<file path="src/design/rrts_pkg.sv">
// ----------------------------------------------------------------------------
// rrts_pkg
// Types and constants of the round-robin task scheduler.
// ----------------------------------------------------------------------------
package rrts_pkg;

	localparam int unsigned CFG_INDEX_W = 2;
	localparam int unsigned BYTES_W     = 17;
	localparam logic [31:0] FRAME_BYTES = 32'd64;

	localparam logic [CFG_INDEX_W-1:0] REG_STACK_TOP   = 2'd0;
	localparam logic [CFG_INDEX_W-1:0] REG_STACK_BYTES = 2'd1;
	localparam logic [BYTES_W-1:0]     STACK_BYTES_RST = 17'd1024;

	typedef enum logic [1:0] {
		KIND_TICK,
		KIND_DELAY,
		KIND_SWITCH,
		KIND_CREATE
	} kind_t;

	typedef struct packed {
		kind_t       kind;
		logic [31:0] delay_ticks;
		logic [31:0] outgoing_sp;
	} item_t;

	typedef struct packed {
		logic [2:0]  running_task;
		logic [31:0] incoming_sp;
		logic        switch_request;
		logic [2:0]  created_slot;
		logic        create_full;
	} result_t;

	typedef struct packed {
		logic load;
		logic exec;
	} cmd_t;

	typedef enum logic {
		ST_IDLE,
		ST_EXEC
	} state_t;

endpackage

</file>
<file path="src/design/round_robin_task_scheduler_core.sv">
// ----------------------------------------------------------------------------
// round_robin_task_scheduler_core
// Round-robin task scheduler with tick-based delay and slot creation.
//
//   channel   direction  handshake                 payload
//   item      in         item_valid / item_ready   item (item_t)
//   result    out        result_valid / result_ready  result (result_t)
//   cfg       in         cfg_valid / cfg_ready     cfg_index, cfg_data
//
// A request is first captured and the stack offset product formed; then
// the slot tables are updated and the result register is loaded.
// A new request is taken while an earlier result waits; the update stalls
// until the result register is free. cfg_ready is always high.
// Reset is asynchronous and restores every slot table at once.
// ----------------------------------------------------------------------------
module round_robin_task_scheduler_core
	import rrts_pkg::*;
#(
	parameter int unsigned TASK_SLOTS = 8
) (
	input  logic                   clk,
	input  logic                   arst_n,
	input  logic                   item_valid,
	output logic                   item_ready,
	input  item_t                  item,
	output logic                   result_valid,
	input  logic                   result_ready,
	output result_t                result,
	input  logic                   cfg_valid,
	output logic                   cfg_ready,
	input  logic [CFG_INDEX_W-1:0] cfg_index,
	input  logic [31:0]            cfg_data
);

	cmd_t cmd;

	rrts_ctrl u_ctrl (
		.clk          (clk),
		.arst_n       (arst_n),
		.item_valid   (item_valid),
		.item_ready   (item_ready),
		.result_valid (result_valid),
		.result_ready (result_ready),
		.cmd          (cmd)
	);

	rrts_dp #(
		.TASK_SLOTS (TASK_SLOTS)
	) u_dp (
		.clk       (clk),
		.arst_n    (arst_n),
		.cmd       (cmd),
		.item      (item),
		.result    (result),
		.cfg_valid (cfg_valid),
		.cfg_ready (cfg_ready),
		.cfg_index (cfg_index),
		.cfg_data  (cfg_data)
	);

endmodule

</file>
<file path="src/design/rrts_ctrl.sv">
// ----------------------------------------------------------------------------
// rrts_ctrl
// Request sequencer: takes a request, fires the update once the result
// register is free, and owns the result valid flag.
// ----------------------------------------------------------------------------
module rrts_ctrl
	import rrts_pkg::*;
(
	input  logic clk,
	input  logic arst_n,
	input  logic item_valid,
	output logic item_ready,
	output logic result_valid,
	input  logic result_ready,
	output cmd_t cmd
);

	state_t state_q, state_d;
	logic   valid_q, valid_d;

	always_ff @(posedge clk or negedge arst_n) begin
		if (!arst_n) begin
			state_q <= ST_IDLE;
			valid_q <= 1'b0;
		end else begin
			state_q <= state_d;
			valid_q <= valid_d;
		end
	end

	always_comb begin
		state_d    = state_q;
		item_ready = 1'b0;
		cmd        = '0;
		valid_d    = valid_q && !result_ready;
		case (state_q)
			ST_IDLE: begin
				item_ready = 1'b1;
				if (item_valid) begin
					cmd.load = 1'b1;
					state_d  = ST_EXEC;
				end
			end
			ST_EXEC: begin
				if (!valid_q || result_ready) begin
					cmd.exec = 1'b1;
					valid_d  = 1'b1;
					state_d  = ST_IDLE;
				end
			end
			default: begin
				state_d = ST_IDLE;
			end
		endcase
	end

	assign result_valid = valid_q;

endmodule

</file>
<file path="src/design/rrts_dp.sv">
// ----------------------------------------------------------------------------
// rrts_dp
// Scheduler datapath: slot tables, tick counter, round-robin pick and
// result register.
// ----------------------------------------------------------------------------
module rrts_dp
	import rrts_pkg::*;
#(
	parameter int unsigned TASK_SLOTS = 8
) (
	input  logic                   clk,
	input  logic                   arst_n,
	input  cmd_t                   cmd,
	input  item_t                  item,
	output result_t                result,
	input  logic                   cfg_valid,
	output logic                   cfg_ready,
	input  logic [CFG_INDEX_W-1:0] cfg_index,
	input  logic [31:0]            cfg_data
);

	localparam int unsigned SW = $clog2(TASK_SLOTS);
	localparam int unsigned CW = $clog2(TASK_SLOTS + 1);
	localparam int unsigned PW = CW + BYTES_W;

	logic [31:0]           top_q;
	logic [BYTES_W-1:0]    bytes_q;
	logic [TASK_SLOTS-1:0] ready_q;
	logic [31:0]           wake_q [TASK_SLOTS];
	logic [31:0]           sp_q   [TASK_SLOTS];
	logic [SW-1:0]         cur_q;
	logic [31:0]           tick_q;
	logic [CW-1:0]         used_q;
	item_t                 item_s1;
	logic [31:0]           prod_s1;
	result_t               res_q;

	logic [PW-1:0]         prod_w;
	logic [31:0]           tick_inc;
	logic [TASK_SLOTS-1:0] wake_hit;
	logic [SW-1:0]         pick;
	logic                  hit_hi;
	logic [SW-1:0]         pick_hi;
	logic                  hit_lo;
	logic [SW-1:0]         pick_lo;
	logic                  full;
	logic [SW-1:0]         id;
	logic                  sp_we;
	logic [SW-1:0]         sp_waddr;
	logic [31:0]           sp_wdata;
	logic [SW-1:0]         cur_new;
	result_t               res_d;

	assign cfg_ready = 1'b1;
	assign prod_w    = PW'(used_q) * PW'(bytes_q);
	assign tick_inc  = tick_q + 32'd1;
	assign full      = (used_q == CW'(TASK_SLOTS));
	assign id        = used_q[SW-1:0];

	always_comb begin
		wake_hit = '0;
		for (int i = 1; i < TASK_SLOTS; i++) begin
			wake_hit[i] = !ready_q[i] && (wake_q[i] == tick_inc);
		end
	end

	// Round-robin pick: lowest ready slot above the running one, else the
	// lowest ready non-idle slot up to and including it, else idle.
	always_comb begin
		hit_hi  = 1'b0;
		pick_hi = '0;
		hit_lo  = 1'b0;
		pick_lo = '0;
		for (int i = TASK_SLOTS - 1; i >= 1; i--) begin
			if (ready_q[i] && (SW'(i) > cur_q)) begin
				hit_hi  = 1'b1;
				pick_hi = SW'(i);
			end
			if (ready_q[i] && (SW'(i) <= cur_q)) begin
				hit_lo  = 1'b1;
				pick_lo = SW'(i);
			end
		end
		if (hit_hi) begin
			pick = pick_hi;
		end else if (hit_lo) begin
			pick = pick_lo;
		end else begin
			pick = '0;
		end
	end

	always_comb begin
		sp_we    = 1'b0;
		sp_waddr = cur_q;
		sp_wdata = item_s1.outgoing_sp;
		cur_new  = cur_q;
		res_d    = '0;
		case (item_s1.kind)
			KIND_TICK: begin
				res_d.switch_request = 1'b1;
			end
			KIND_DELAY: begin
				res_d.switch_request = (cur_q != '0);
			end
			KIND_SWITCH: begin
				sp_we   = 1'b1;
				cur_new = pick;
			end
			KIND_CREATE: begin
				if (full) begin
					res_d.create_full = 1'b1;
				end else begin
					sp_we              = 1'b1;
					sp_waddr           = id;
					sp_wdata           = top_q - prod_s1 - FRAME_BYTES;
					res_d.created_slot = 3'(id);
				end
			end
			default: begin
				res_d = '0;
			end
		endcase
		res_d.running_task = 3'(cur_new);
		res_d.incoming_sp  = (sp_we && sp_waddr == cur_new) ? sp_wdata : sp_q[cur_new];
	end

	always_ff @(posedge clk or negedge arst_n) begin
		if (!arst_n) begin
			top_q   <= '0;
			bytes_q <= STACK_BYTES_RST;
			ready_q <= '1;
			cur_q   <= SW'(1);
			tick_q  <= '0;
			used_q  <= '0;
			for (int i = 0; i < TASK_SLOTS; i++) begin
				wake_q[i] <= '0;
				sp_q[i]   <= '0;
			end
		end else begin
			if (cfg_valid && cfg_ready) begin
				if (cfg_index == REG_STACK_TOP) begin
					top_q <= cfg_data;
				end else if (cfg_index == REG_STACK_BYTES) begin
					bytes_q <= cfg_data[BYTES_W-1:0];
				end
			end
			if (cmd.exec) begin
				if (sp_we) begin
					sp_q[sp_waddr] <= sp_wdata;
				end
				cur_q <= cur_new;
				case (item_s1.kind)
					KIND_TICK: begin
						tick_q  <= tick_inc;
						ready_q <= ready_q | wake_hit;
					end
					KIND_DELAY: begin
						if (cur_q != '0) begin
							wake_q[cur_q]  <= tick_q + item_s1.delay_ticks;
							ready_q[cur_q] <= 1'b0;
						end
					end
					KIND_CREATE: begin
						if (!full) begin
							ready_q[id] <= 1'b1;
							used_q      <= used_q + CW'(1);
						end
					end
					default: begin
						tick_q <= tick_q;
					end
				endcase
			end
		end
	end

	always_ff @(posedge clk) begin
		if (cmd.load) begin
			item_s1 <= item;
			prod_s1 <= 32'(prod_w);
		end
		if (cmd.exec) begin
			res_q <= res_d;
		end
	end

	assign result = res_q;

endmodule

</file>
<file path="config.mk">
export PLATFORM = sky130hd
export DESIGN_NAME = round_robin_task_scheduler_core
export DESIGN_NICKNAME = d
export VERILOG_FILES = /design/src/design/rrts_pkg.sv /design/src/design/round_robin_task_scheduler_core.sv /design/src/design/rrts_ctrl.sv /design/src/design/rrts_dp.sv
export SDC_FILE = /design/constraint.sdc
export NUM_CORES = 2
export LEC_CHECK = 0
export BUFFER_PORTS_ARGS = -buffer_cell sky130_fd_sc_hd__buf_2
export CELL_PAD_IN_SITES_DETAIL_PLACEMENT = 0
export CELL_PAD_IN_SITES_GLOBAL_PLACEMENT = 1
export CORE_MARGIN = 4
export CORE_UTILIZATION = 45
export DETAILED_ROUTE_END_ITERATION = 8
export GPL_TIMING_DRIVEN = 0
export PLACE_DENSITY = 0.79
export SKIP_CTS_REPAIR_TIMING = 1
export SLEW_MARGIN = 10
export SYNTH_ARGS = -nofsm -noshare
export SYNTH_HDL_FRONTEND = slang
export SYNTH_HIERARCHICAL = 1
export SYNTH_SLANG_ARGS = --single-unit
</file>
<file path="constraint.sdc">
create_clock -name clk -period 4.53 [get_ports clk]
set_input_delay 0.906 -clock clk [delete_from_list [all_inputs] [get_ports clk]]
set_output_delay 0.906 -clock clk [all_outputs]
set_load 0.005 [all_outputs]
</file>
==> results.py <==
metrics = {
    "outcome": {
        "outcome": "finished clean",
    },
    "finish": {
        "nets": 3900,
        "design_area_mm2": 0.0422,
        "antenna_cells": 0,
        "final.fill_count": 7361,
        "drive_gt1_share_pct": 18.2,
        "area_delta_synth_final_pct": 14.0,
    },
    "place": {
        "place_area_mm2": 0.0393,
        "dp_hpwl_mm": 75.1,
        "globalplace.congestion": 0.855,
        "io_buffers": 146,
    },
    "detailed_routing": {
        "vias": 26700,
        "wire_per_inst_um": 21.7,
        "first_pass_iters": 5,
        "ant_nets": 0,
        "drtIter0Drc": 1858,
        "wl_mm": 104,
        "drc": 0,
        "viasPerCell": 5.59,
    },
    "power": {
        "p_total_uw": 27500,
        "p_per_area_mw_per_mm2": 653,
        "power.leakage_uw": 0.0186,
        "max-vdd-ir-drop_mv": 0.326,
    },
    "synthesis": {
        "synth_top_cell_by_area": "dfrtp_1",
        "synth_edf_count": 127,
        "async_flop_share_pct": 82.0,
        "synth_flop_cell": "dfrtp_1",
        "synth_nets": 3659,
        "synth_most_common_cell": "dfrtp_1",
        "ys_top_cells_by_area": "dfrtp_1 (38%), edfxtp_1 (10%), mux2_2 (7.2%)",
        "ys_seq_area_share_pct": 49.4,
        "synth_seq_cells": 704,
        "syn_area_per_cell_um2": 10.8,
        "synth.top_cells.by_count": "dfrtp_1 (568), nand2_1 (440), o21ai_0 (358)",
        "syn_inst": 3417,
        "synthDistinctLibCells": 96,
        "synth_area_mm2": 0.0370,
        "yosysWarningCount": 6,
        "yosysTopAreaCellShare_pct": 38.4,
    },
    "clocking": {
        "cts_root_buf": "clkbuf_16",
        "cts_max_path_buffers": 3,
        "clkTransAtPathRegs_ns": 0.06,
        "clock_latency_ns": 0.65,
        "cts_sinks": 704,
        "cts_buffers": 80,
        "cts_tree": "done",
        "htreeDepth": 3,
    },
    "setup_path": {
        "crit_required_ns": 4.90,
        "crit_type": "reg2reg",
        "cp-start-kind": "flop",
        "crit_arrival_ns": 4.75,
        "max_stage_delay_ns": 0.53,
        "cp-end-kind": "flop",
        "cp_slowest_cell": "fa_1",
        "path_max_fanout": 10,
        "path_cells": "buf_6 -> buf_6 -> nand2_1 -> fa_1 -> inv_1 -> fa_1 -> inv_1 -> fa_2 -> nor2b_1 -> o21ai_2 -> a21oi_2 -> o41ai_4 -> nor2_1 -> a211oi_2 -> a211oi_2 -> a2111oi_4 -> a21oi_2 -> xor2_1",
    },
    "die": {
        "die_h_um": 295,
        "pin_count": 148,
        "start_util_pct": 45.7,
        "rows": 104,
        "core_mm2": 0.0809,
        "dieArea_mm2": 0.0868,
        "die_w_um": 295,
    },
    "sta": {
        "min_period_over_period_pct": 96.7,
        "period_needed_ns": 4.38,
        "tightest_slew_ns": 1.24,
        "slew_viol_final": 0,
        "hold_viol": 0,
        "skew_ns": 0.0370,
        "fmax_mhz": 228,
        "maxSlewHeadroom_pct": 16.8,
        "report.final.setup_viol": 0,
        "final.setup.tns_ns": 0,
    },
    "global_route": {
        "grt_pass1_wl_mm": 160,
        "grt_antenna_before_repair": 1,
        "grt_pass1_vias": 26500,
        "globalRouteOverflowTotal": 0,
        "grt_usage_pct": 23.8,
        "grt_max_degree": 112,
    },
    "run": {
        "maxCapViolCount": 0,
    },
    "min_path": {
        "hold_path_class": "in2async",
    },
}
## worst paths after layout
check                                               endpoint  depth (start not counted)  slack (ns)                       start
max in group asynchronous       u_dp/wake_q[203]$_DFFE_PN0P_                          4        2.31                      arst_n
worst max register to register    u_dp/prod_s1[20]$_DFFE_PP_                         18        0.15  u_dp/used_q[3]$_DFFE_PN0P_
worst max-delay path              u_dp/prod_s1[20]$_DFFE_PP_                         18        0.15  u_dp/used_q[3]$_DFFE_PN0P_
min in group clk                  u_dp/item_s1[51]$_DFFE_PP_                          1        0.44                    item[51]
worst min-delay path              u_dp/sp_q[169]$_DFFE_PN0P_                          1        0.29                      arst_n
worst min register to register     u_dp/sp_q[13]$_DFFE_PN0P_                          2        0.48   u_dp/sp_q[13]$_DFFE_PN0P_
## layout make-up
cell class | count | area [um^2] | share of cell area, %
Tap cell | 1060 | 1330 | 3.15
Multi-Input combinational cell | 2396 | 17500 | 41.6
Buffer | 166 | 758 | 1.80
Sequential cell | 704 | 18300 | 43.3
Timing Repair Buffer | 160 | 1000 | 2.38
Clock buffer | 104 | 2280 | 5.40
Inverter | 150 | 563 | 1.34
Clock inverter | 43 | 424 | 1.01
## stage by stage
| step | hold slack [ns] | utilization, % | setup slack (ns) | instances |
|---|---|---|---|---|
| after floorplan | 0.442 | - | 0.00909 | 3417 |
| after global placement | 0.457 | 48.2 | -9.94 | 4623 |
| after detailed placement | 0.465 | 48.5 | -1.14 | 4632 |
| after CTS | 0.302 | 51.9 | -1.18 | 4779 |
| after global routing | 0.350 | 52.1 | -0.116 | 4783 |
| final | 0.292 | 52.1 | 0.149 | 4783 |
## kinds of logic (layout without fill, tap and decap cells)
group,count (synthesis),in the layout,share of synthesized area (%)
multiplexers,323,323,10.5
AO/OA/AOI/OAI,700,700,11.1
other,1,1,0.0101
buffers and inverters,317,623,3.50
adder cells (fa/ha/maj),137,137,5.29
flip-flops,704,704,49.4
XOR/XNOR,357,357,9.03
AND/OR/NAND/NOR,878,878,11.2
## per-layer routing
layer,routed length (um),global-route usage (%)
met1,45000,31.8
met2,49400,39.4
met3,5840,4.37
met4,3460,8.04
met5,0,0
## sequential cells by signal, summed over array words and instances, names as in the netlist
signal               flops
u_dp/result             40
u_dp/cur_q               3
u_dp/tick_q             32
u_dp/bytes_q            17
u_ctrl/result_valid      1
u_dp/used_q              4
u_ctrl/state_q           1
u_dp/top_q              32
u_dp/ready_q             7
u_dp/wake_q            224
u_dp/sp_q              256
u_dp/item_s1            66
u_dp/prod_s1            21
## cell usage in the layout (no fill, tap or decap), types with 9 or more instances in the layout
cell type and instances:
a211oi_1 37, a21o_1 20, a21oi_1 123, and2_1 60, and3_1 19, buf_1 9
buf_2 174, buf_6 11, clkbuf_1 120, clkbuf_16 84, clkbuf_8 10, clkinv_1 13
clkinv_2 11, dfrtp_1 566, dfstp_2 9, edfxtp_1 127, fa_1 31, ha_1 104
inv_1 146, mux2_2 235, mux2i_1 58, mux4_2 26, nand2_1 440, nand2b_1 18
nand3_1 44, nand4_1 40, nor2_1 100, nor2b_1 15, nor3_1 49, nor4_1 26
o21a_1 12, o21ai_0 357, o21ai_1 9, o21bai_1 17, o22ai_1 29, or3_1 15
xnor2_1 206, xor2_1 133
## power by group
group / leakage [uW] / internal (uW) / total (uW) / switching (uW)
registers: 0.00873 / 8830 / 10100 / 1270
clock network: 0.00131 / 3860 / 6590 / 2730
logic: 0.00860 / 4610 / 10800 / 6220
total: 0.0186 / 17300 / 27500 / 10200
## critical path: cells and delay by family, from the launching register on
family,cells,cell delay [ns]
compound gates,7,1.59
xor+xnor,1,0.15
fa+ha+maj,3,1.24
buf+inv,4,0.50
flops,1,0.37
simple gates,3,0.26
Power figures use the tool's default switching activity.
